$ cat config.mk
export PLATFORM = sky130hd
export DESIGN_NAME = quadrature_encoder_with_button
export DESIGN_NICKNAME = d
export VERILOG_FILES = /design/src/hdl/qeb_pkg.sv /design/src/hdl/quadrature_encoder_with_button.sv
export VERILOG_INCLUDE_DIRS = /design/src /design/src/hdl
export SDC_FILE = /design/constraint.sdc
export NUM_CORES = 1
export LEC_CHECK = 0
export ABC_CLOCK_PERIOD_IN_PS = 9300
export BUFFER_PORTS_ARGS = -buffer_cell sky130_fd_sc_hd__buf_2
export CAP_MARGIN = 20
export CORE_MARGIN = 2
export CORE_UTILIZATION = 61
export CTS_CLUSTER_SIZE = 10
export DETAILED_ROUTE_END_ITERATION = 8
export PLACE_DENSITY = 0.75
export SLEW_MARGIN = 20
export SYNTH_ARGS = -nofsm -noshare
export SYNTH_HDL_FRONTEND = slang
export SYNTH_SLANG_ARGS = --single-unit
export TNS_END_PERCENT = 20
$ cat constraint.sdc
create_clock -name clk -period 9.3 [get_ports clk]
set_clock_uncertainty 0.05 [all_clocks]
set_input_delay 1.395 -clock clk [delete_from_list [all_inputs] [get_ports clk]]
set_output_delay 1.395 -clock clk [all_outputs]
set_load 0.02 [all_outputs]
$ cat src/hdl/quadrature_encoder_with_button_macros.svh
// Assertion helpers shared by the encoder block.
`ifndef QUADRATURE_ENCODER_WITH_BUTTON_MACROS_SVH
`define QUADRATURE_ENCODER_WITH_BUTTON_MACROS_SVH

// Same-cycle implication, disabled during reset.
`define QEB_ASSERT_SAME(label, clk, rst, ante, cons) \
  label: assert property (@(posedge clk) disable iff (rst) (ante) |-> (cons)) \
    else $error("qeb assertion failed");

// Next-cycle implication, disabled during reset.
`define QEB_ASSERT_NEXT(label, clk, rst, ante, cons) \
  label: assert property (@(posedge clk) disable iff (rst) (ante) |=> (cons)) \
    else $error("qeb assertion failed");

`endif

$ cat src/hdl/qeb_pkg.sv
package qeb_pkg;

  // Request commands
  typedef enum logic [1:0] {
    CMD_TICK       = 2'd0,
    CMD_READ_ROT   = 2'd1,
    CMD_READ_PRESS = 2'd2,
    CMD_READ_LONG  = 2'd3
  } cmd_t;

  // Configuration register indexes
  typedef enum logic [1:0] {
    CFG_DEBOUNCE   = 2'd0,
    CFG_LONG_PRESS = 2'd1,
    CFG_BTN_EN     = 2'd2,
    CFG_UNUSED     = 2'd3
  } cfg_idx_t;

  // Sequencer states
  typedef enum logic [1:0] {
    S_IDLE,
    S_DIV,
    S_DONE
  } state_t;

  // Encoder phase transition
  typedef enum logic [1:0] {
    MOVE_NONE,
    MOVE_UP,
    MOVE_DOWN
  } move_t;

  localparam int TIME_W      = 32;
  localparam int MS_W        = 16;
  localparam int STEP_W      = 16;
  localparam int CNT_W       = 8;
  localparam int REPLY_W     = 15;
  localparam int DIV_STEPS   = TIME_W;
  localparam int DIV_COUNT_W = $clog2(DIV_STEPS);

  localparam logic [MS_W-1:0]   DEBOUNCE_RESET   = 16'd50;
  localparam logic [MS_W-1:0]   LONG_PRESS_RESET = 16'd1000;
  localparam logic [1:0]        PHASE_RESET      = 2'd3;
  localparam logic signed [STEP_W-1:0] STEP_MAX  = 16'sh7FFF;
  localparam logic signed [STEP_W-1:0] STEP_MIN  = 16'sh8000;
  localparam logic signed [STEP_W-1:0] STEP_READ_MIN = 16'sd4;
  localparam logic [CNT_W-1:0]  CNT_MAX          = 8'hFF;

  // Gray-code step direction between two phase pairs {A,B}
  function automatic move_t phase_move(input logic [1:0] from, input logic [1:0] to);
    move_t m;
    m = MOVE_NONE;
    case ({from, to})
      4'b11_10, 4'b00_01, 4'b01_11, 4'b10_00: m = MOVE_UP;
      4'b11_01, 4'b00_10, 4'b01_00, 4'b10_11: m = MOVE_DOWN;
      default:                                m = MOVE_NONE;
    endcase
    return m;
  endfunction

endpackage

$ cat src/hdl/quadrature_encoder_with_button.sv
// Quadrature encoder (x4) decoder with a debounced push button.
//
// Request channel: req_valid / req_stall carry command, enc_a, enc_b,
// btn_level and now_ms. Command 0 is a sample tick; 1 reads rotation;
// 2 and 3 read and clear the press and long-press counts.
// Response channel: rsp_valid / rsp_stall carry reply_value and
// button_held, exactly one response per request, in order.
// Configuration: cfg_we writes cfg_data into register cfg_index
// (0 debounce ms, 1 long-press ms, 2 button enable), which the user
// must do only while idle; the block itself does not enforce this.
// Timing: a plain request goes from S_IDLE to S_DONE, where its response
// is registered on commit; the next request is taken once the sequencer
// is back in S_IDLE. A sample tick with the button enabled and a hold
// longer than the long-press time runs a radix-2 restoring divider for
// the long-press count in S_DIV, one quotient bit per cycle for the 32
// bits of the elapsed time. The output register lets the next request
// start while a response waits; a stalled receiver holds the finished
// result and the sequencer waits to commit the following one.
// Reset (synchronous, active high) restores the register defaults and
// clears all counters; no response is pending after reset.
`include "quadrature_encoder_with_button_macros.svh"

module quadrature_encoder_with_button (
  input  logic        clk,
  input  logic        rst,
  // request channel
  input  logic        req_valid,
  output logic        req_stall,
  input  logic [1:0]  command,
  input  logic        enc_a,
  input  logic        enc_b,
  input  logic        btn_level,
  input  logic [31:0] now_ms,
  // response channel
  output logic        rsp_valid,
  input  logic        rsp_stall,
  output logic [14:0] reply_value,
  output logic        button_held,
  // configuration
  input  logic        cfg_we,
  input  logic [1:0]  cfg_index,
  input  logic [15:0] cfg_data
);

  // Configuration registers
  logic [qeb_pkg::MS_W-1:0] debounce_ms;
  logic [qeb_pkg::MS_W-1:0] long_press_ms;
  logic                     button_enabled;

  // Block state
  qeb_pkg::state_t state, state_next;
  logic [1:0]                        enc_phase, enc_phase_next;
  logic signed [qeb_pkg::STEP_W-1:0] step_count, step_count_next;
  logic                              button_state, button_state_next;
  logic [qeb_pkg::CNT_W-1:0]         press_count, press_count_next;
  logic [qeb_pkg::CNT_W-1:0]         long_count, long_count_next;
  logic [qeb_pkg::TIME_W-1:0]        hold_start, hold_start_next;
  logic                              hold_active, hold_active_next;
  logic [qeb_pkg::TIME_W-1:0]        last_change, last_change_next;

  // Latched request
  qeb_pkg::cmd_t              cmd_q;
  logic [1:0]                 enc_q;
  logic                       lvl_q;
  logic [qeb_pkg::TIME_W-1:0] now_q;
  logic                       long_upd;

  // Divider
  logic [qeb_pkg::MS_W-1:0]        div_unit;
  logic [qeb_pkg::MS_W-1:0]        div_rem, div_rem_next;
  logic [qeb_pkg::TIME_W-1:0]      div_quo, div_quo_next;
  logic [qeb_pkg::DIV_COUNT_W-1:0] div_count, div_count_next;

  // Response register
  logic                        rsp_valid_next;
  logic [qeb_pkg::REPLY_W-1:0] reply_next;
  logic                        held_next;
  logic                        commit;

  logic                       req_take;
  logic [qeb_pkg::TIME_W-1:0] hold_elapsed;
  logic                       long_due;

  assign req_stall = (state != qeb_pkg::S_IDLE);
  assign req_take  = req_valid && !req_stall;

  // Zero long-press time acts as one
  assign div_unit = (long_press_ms == '0) ? qeb_pkg::MS_W'(1) : long_press_ms;

  // Long-press due check on the incoming tick
  assign hold_elapsed = now_ms - hold_start;
  assign long_due = (qeb_pkg::cmd_t'(command) == qeb_pkg::CMD_TICK) && button_enabled &&
                    hold_active && (hold_elapsed > {16'd0, div_unit});

  assign commit = (state == qeb_pkg::S_DONE) && (!rsp_valid || !rsp_stall);

  // Configuration writes
  always_ff @(posedge clk) begin
    if (rst) begin
      debounce_ms    <= qeb_pkg::DEBOUNCE_RESET;
      long_press_ms  <= qeb_pkg::LONG_PRESS_RESET;
      button_enabled <= 1'b1;
    end else if (cfg_we) begin
      case (qeb_pkg::cfg_idx_t'(cfg_index))
        qeb_pkg::CFG_DEBOUNCE:   debounce_ms    <= cfg_data;
        qeb_pkg::CFG_LONG_PRESS: long_press_ms  <= cfg_data;
        qeb_pkg::CFG_BTN_EN:     button_enabled <= cfg_data[0];
        default: ;
      endcase
    end
  end

  // Request capture
  always_ff @(posedge clk) begin
    if (req_take) begin
      cmd_q    <= qeb_pkg::cmd_t'(command);
      enc_q    <= {enc_a, enc_b};
      lvl_q    <= btn_level;
      now_q    <= now_ms;
      long_upd <= long_due;
    end
  end

  // State registers
  always_ff @(posedge clk) begin
    if (rst) begin
      state        <= qeb_pkg::S_IDLE;
      rsp_valid    <= 1'b0;
      enc_phase    <= qeb_pkg::PHASE_RESET;
      step_count   <= '0;
      button_state <= 1'b1;
      press_count  <= '0;
      long_count   <= '0;
      hold_start   <= '0;
      hold_active  <= 1'b0;
      last_change  <= '0;
    end else begin
      state        <= state_next;
      rsp_valid    <= rsp_valid_next;
      enc_phase    <= enc_phase_next;
      step_count   <= step_count_next;
      button_state <= button_state_next;
      press_count  <= press_count_next;
      long_count   <= long_count_next;
      hold_start   <= hold_start_next;
      hold_active  <= hold_active_next;
      last_change  <= last_change_next;
    end
  end

  // Datapath registers
  always_ff @(posedge clk) begin
    div_rem   <= div_rem_next;
    div_quo   <= div_quo_next;
    div_count <= div_count_next;
    if (commit) begin
      reply_value <= reply_next;
      button_held <= held_next;
    end
  end

  // Sequencer, divider step and state update
  always_comb begin
    logic [qeb_pkg::MS_W:0]     rem_shift;
    logic [qeb_pkg::TIME_W-1:0] since_change;
    qeb_pkg::move_t             move;

    state_next        = state;
    enc_phase_next    = enc_phase;
    step_count_next   = step_count;
    button_state_next = button_state;
    press_count_next  = press_count;
    long_count_next   = long_count;
    hold_start_next   = hold_start;
    hold_active_next  = hold_active;
    last_change_next  = last_change;
    div_rem_next      = div_rem;
    div_quo_next      = div_quo;
    div_count_next    = div_count;
    reply_next        = '0;
    rsp_valid_next    = rsp_valid && rsp_stall;
    rem_shift         = {div_rem, div_quo[qeb_pkg::TIME_W-1]};
    since_change      = now_q - last_change;
    move              = qeb_pkg::phase_move(enc_phase, enc_q);

    case (state)
      qeb_pkg::S_IDLE: begin
        if (req_take) begin
          div_rem_next   = '0;
          div_quo_next   = hold_elapsed;
          div_count_next = '0;
          state_next     = long_due ? qeb_pkg::S_DIV : qeb_pkg::S_DONE;
        end
      end

      // one restoring-division step per cycle
      qeb_pkg::S_DIV: begin
        if (rem_shift >= {1'b0, div_unit}) begin
          div_rem_next = qeb_pkg::MS_W'(rem_shift - {1'b0, div_unit});
          div_quo_next = {div_quo[qeb_pkg::TIME_W-2:0], 1'b1};
        end else begin
          div_rem_next = rem_shift[qeb_pkg::MS_W-1:0];
          div_quo_next = {div_quo[qeb_pkg::TIME_W-2:0], 1'b0};
        end
        div_count_next = div_count + 1'b1;
        if (div_count == qeb_pkg::DIV_COUNT_W'(qeb_pkg::DIV_STEPS - 1)) begin
          state_next = qeb_pkg::S_DONE;
        end
      end

      qeb_pkg::S_DONE: begin
        if (commit) begin
          rsp_valid_next = 1'b1;
          state_next     = qeb_pkg::S_IDLE;
          case (cmd_q)
            qeb_pkg::CMD_TICK: begin
              // long-press count from the quotient, saturated
              if (long_upd) begin
                long_count_next = (div_quo[qeb_pkg::TIME_W-1:qeb_pkg::CNT_W] != '0) ?
                                  qeb_pkg::CNT_MAX : div_quo[qeb_pkg::CNT_W-1:0];
              end
              // debounced button edge
              if (button_enabled && (lvl_q != button_state) &&
                  (since_change > {16'd0, debounce_ms})) begin
                button_state_next = lvl_q;
                if (!lvl_q) begin
                  if (press_count != qeb_pkg::CNT_MAX) begin
                    press_count_next = press_count + 1'b1;
                  end
                  hold_active_next = 1'b1;
                  hold_start_next  = now_q;
                end else begin
                  hold_active_next = 1'b0;
                end
                last_change_next = now_q;
              end
              // encoder step, saturating
              if (enc_q != enc_phase) begin
                if (move == qeb_pkg::MOVE_UP && step_count != qeb_pkg::STEP_MAX) begin
                  step_count_next = step_count + 16'sd1;
                end else if (move == qeb_pkg::MOVE_DOWN &&
                             step_count != qeb_pkg::STEP_MIN) begin
                  step_count_next = step_count - 16'sd1;
                end
                enc_phase_next = enc_q;
              end
            end
            qeb_pkg::CMD_READ_ROT: begin
              if (step_count >= qeb_pkg::STEP_READ_MIN) begin
                step_count_next = step_count >>> 2;
                reply_next      = qeb_pkg::REPLY_W'(step_count >>> 2);
              end
            end
            qeb_pkg::CMD_READ_PRESS: begin
              reply_next       = qeb_pkg::REPLY_W'(press_count);
              press_count_next = '0;
            end
            qeb_pkg::CMD_READ_LONG: begin
              reply_next      = qeb_pkg::REPLY_W'(long_count);
              long_count_next = '0;
              if (button_enabled && !button_state) begin
                hold_active_next = 1'b1;
                hold_start_next  = now_q;
              end else begin
                hold_active_next = 1'b0;
              end
            end
            default: ;
          endcase
        end
      end

      default: state_next = qeb_pkg::S_IDLE;
    endcase

    held_next = hold_active_next && button_enabled;
  end

  // Checks
  `QEB_ASSERT_NEXT(a_busy_after_take, clk, rst, req_take, req_stall)
  `QEB_ASSERT_NEXT(a_div_ends, clk, rst,
    (state == qeb_pkg::S_DIV) &&
    (div_count == qeb_pkg::DIV_COUNT_W'(qeb_pkg::DIV_STEPS - 1)),
    state == qeb_pkg::S_DONE)
  `QEB_ASSERT_NEXT(a_wait_on_stall, clk, rst,
    (state == qeb_pkg::S_DONE) && rsp_valid && rsp_stall,
    (state == qeb_pkg::S_DONE) && rsp_valid)
  `QEB_ASSERT_SAME(a_rem_below_unit, clk, rst, state == qeb_pkg::S_DIV, div_rem < div_unit)

endmodule

==> results.rst <==
.. list-table::
   :header-rows: 1

   * - Metric
     - Value
   * - Net count of the finished layout
     - 1956
   * - Maximum clock frequency
     - 171 MHz
   * - Pleak
     - 6.59 nW
   * - Mux share of post-synthesis cell area
     - 5.89%
   * - Overflow left after global routing
     - 0
   * - Total half-perimeter wirelength after legalization and detailed placement
     - 29000 um
   * - Startpoint-to-endpoint class of the critical path
     - primary input to flip-flop
   * - Post-Synth XOR/XNOR Area
     - 4.40%
   * - Final worst path period need
     - 5.86 ns
   * - Number of standard cells in the layout, taps in and fillers out
     - 2111
   * - Post-Synth Simple-Gate Area
     - 17.8%
   * - TritonCTS Sinks
     - 242
   * - Met3 WL post-DR
     - 3170 um
   * - Layout Utilization
     - 67.1%
   * - Cell taking the most area after synthesis
     - edfxtp_1
   * - Cell at the root of the clock tree
     - clkbuf_16
   * - Antenna Nets Post-Route
     - 0
   * - Count of boundary I/O pins
     - 78
   * - Post-Place Cell Area
     - 15900 um^2
   * - Hold Buf Count CTS
     - 0
   * - Deepest clock path buffer count
     - 3
   * - Setup repair after global routing missed its margin
     - no
   * - Minimum setup slack after placement
     - 2.89 ns
   * - Count of inserted antenna diode cells
     - 0
   * - Metal2 WL
     - 16800 um
   * - Inserted Clock Buffers
     - 29
   * - Global-route wire length before repair
     - 63000 um
   * - Synth Flop Type
     - dfxtp_1
   * - Compound-cell area share of the yosys netlist
     - 16.5%
   * - Final number of hold-violating endpoints
     - 0
   * - Layout-stage area growth over the synthesis result
     - 9.24%
   * - Total track usage
     - 29.8%
   * - DRC violations left
     - 0
   * - Relative slew margins
     - 25.0%
   * - Highest metal layer with signal wires
     - met4
   * - H-tree depth reported by CTS
     - 1
   * - Initial antenna violation count
     - 0
   * - Number of warnings reported in the yosys synthesis log
     - 0
   * - Quantity of gates resized following cts
     - 0
   * - Number of register bits inferred by synthesis
     - 242
   * - Net count after synthesis
     - 1910
   * - Sequential cell area fraction in the yosys report
     - 38.5%
   * - Clock insertion delay at the later pin of the skew report
     - 0.55 ns
   * - Average cell area after synthesis
     - 8.95 um^2
   * - Floorplan Core Area
     - 25000 um^2
   * - TritonCTS clock tree
     - built
   * - Final instance area
     - 16800 um^2
   * - Initial Util
     - 61.4%
   * - Final Max Slew Viols
     - 0
   * - Total Routed Length
     - 39400 um
   * - Result of the run
     - completed
   * - Die Span X
     - 163 um
   * - Critical path endpoint category
     - flip-flop
   * - Count of cell types in the netlist
     - 75
   * - Placer congestion estimate
     - 0.937
   * - Number of input and output port buffers inserted
     - 77
   * - Vias/cell
     - 6.07
   * - Share of post-route cells with drive strength above 1
     - 8.31%
   * - CP Max Fanout
     - 3
   * - Dominant combinational cell family by area after synthesis
     - simple AND/OR/NAND/NOR gates
   * - Final setup margin
     - 3.44 ns
   * - Area share of the leading cell type in the synthesized netlist
     - 20.8%
   * - Worst min path class
     - flip-flop to flip-flop
   * - Cells after Synth
     - 1714
   * - First-pass detailed-route iteration total
     - 6
   * - CP startpoint kind
     - primary input
   * - # placed instances
     - 2059
   * - CP arrival
     - 6.12 ns
   * - Setup total negative slack
     - 0 ns
   * - Met1 routed wirelength after detailed routing
     - 18500 um
   * - Final setup viols
     - 0
   * - Number of enable flip-flop cells after synthesis
     - 106
   * - Max capacitance violation total
     - 0
   * - Chip height
     - 163 um
   * - Post-synthesis instance area
     - 15300 um^2
   * - Setup Buffers After CTS
     - 0
   * - Transition time at the pin with the least slew margin
     - 1.12 ns
   * - Via count of the first global-routing pass
     - 11800
   * - Power per cell area
     - 163 nW/um^2
   * - Share of synthesized flip-flops with an asynchronous set or reset
     - 0%
   * - Data required time at the worst endpoint
     - 9.56 ns
   * - Peak supply drop
     - 0.159 mV
   * - Wirelength per Cell
     - 18.6 um
   * - Area of the die
     - 26400 um^2
   * - Share of synthesized cell area in full adder, half adder and majority cells
     - 11.3%
   * - Maximum number of pins on one net before global-route repair
     - 96
   * - Most area-consuming cells after synthesis
     - edfxtp_1 (21%), dfxtp_1 (18%), ha_1 (11%), mux2i_1 (5.7%), nand2_1 (4.8%)
   * - Final clock period utilization by the worst path
     - 63.0%
   * - Starting DRC count in detailed routing
     - 1220
   * - Clock-pin slew on the worst setup and hold paths
     - 0.06 ns
   * - # rows
     - 58
   * - Vias after detailed routing
     - 12800
kinds of logic (layout without fill, tap and decap cells):
family / count (synthesis) / count (layout)
xor gates and xnor gates: 77 / 77
adders and majority gates: 136 / 136
other: 1 / 1
and+or+nand+nor: 577 / 577
AOI/OAI and AO/OA: 387 / 387
muxes: 90 / 90
DFF: 242 / 242
buffers and inverters: 204 / 271
synth_stat cells, types with 26 or more instances:
library cell,count
edfxtp_1,106
o21ai_0,72
clkbuf_1,57
mux2i_1,88
a21o_1,43
o211ai_1,26
inv_1,134
ha_1,132
dfxtp_1,136
nand2_1,198
xor2_1,28
a21oi_1,113
xnor2_1,49
nor2_1,160
nand4_1,32
nand3_1,28
worst max-delay path, cell delays in order:
cell and delay, ns:
buf_2 0.13, inv_1 0.06, ha_1 0.19, inv_1 0.06
fa_1 0.43, a211oi_1 0.32, o21ai_0 0.31, a31oi_1 0.43
xnor2_1 0.20, ha_1 0.28, a21o_1 0.17, a21o_1 0.17
a21oi_1 0.14, nor2b_1 0.07, o211ai_1 0.17, a31oi_1 0.16
or4_1 0.49, nor4_1 0.30, nand4_1 0.31, nand4_1 0.28
inv_1 0.06
sequential cells by signal (all words and copies together), names as in the netlist, 5 cells and up:
register	cells
debounce_ms	16
div_count	5
div_quo	32
div_rem	16
hold_start	32
last_change	32
long_count	8
long_press_ms	16
now_q	32
press_count	8
reply_value	14
step_count	16
cell usage in the layout (no fill, tap or decap), types with 9 or more instances in the layout:
cell type / instances
a211oi_1: 18
a21o_1: 42
a21oi_1: 112
a31oi_1: 16
a32o_1: 9
and3_1: 20
buf_2: 76
clkbuf_1: 16
clkbuf_16: 29
dfxtp_1: 136
edfxtp_1: 106
ha_1: 132
inv_1: 134
mux2i_1: 88
nand2_1: 198
nand2b_1: 19
nand3_1: 28
nand4_1: 32
nor2_1: 158
nor2b_1: 21
nor3_1: 23
nor4_1: 23
o211ai_1: 26
o21a_1: 13
o21ai_0: 72
o21bai_1: 12
xnor2_1: 49
xor2_1: 28
where the power goes:
part | internal (mW) | switching (mW) | leakage (nW)
combinational | 0.198 | 0.302 | 4.04
clock | 0.607 | 0.427 | 0.417
sequential | 1.17 | 0.0401 | 2.13
total | 1.97 | 0.769 | 6.59
worst paths after layout:
path                        from               to  slack [ns]  cells past startpoint
setup / recovery       now_ms[0]         long_upd        3.44                     21
hold / removal    debounce_ms[8]   debounce_ms[8]        0.41                      2
setup reg to reg        now_q[1]  last_change[19]        3.47                     20
hold reg to reg   debounce_ms[8]   debounce_ms[8]        0.41                      2
stage by stage:
stage	total power, mW	hold WS [ns]
2_1_floorplan	1.58	0.382
3_3_place_gp	1.70	0.393
3_5_place_dp	1.72	0.398
4_1_cts	2.75	0.406
5_1_grt	2.87	0.422
6_report	2.74	0.405
final cells by class:
cell class                 instances  area [um^2]
multi-input combinational       1268         8630
timing repair buffer              84          440
clock buffer                      49          841
fill                            2016         8210
tap                              330          413
sequential                       242         5910
clock inverter                     3         18.8
inverter                         135          507
per-layer routing:
metal | up-vias | track usage, %
li1 | 6247 | -
met1 | 6029 | 45.8
met2 | 481 | 44.3
met3 | 55 | 3.90
met4 | 0 | 7.12
met5 | - | 0
Note: power is estimated with default switching activity, not from simulation.
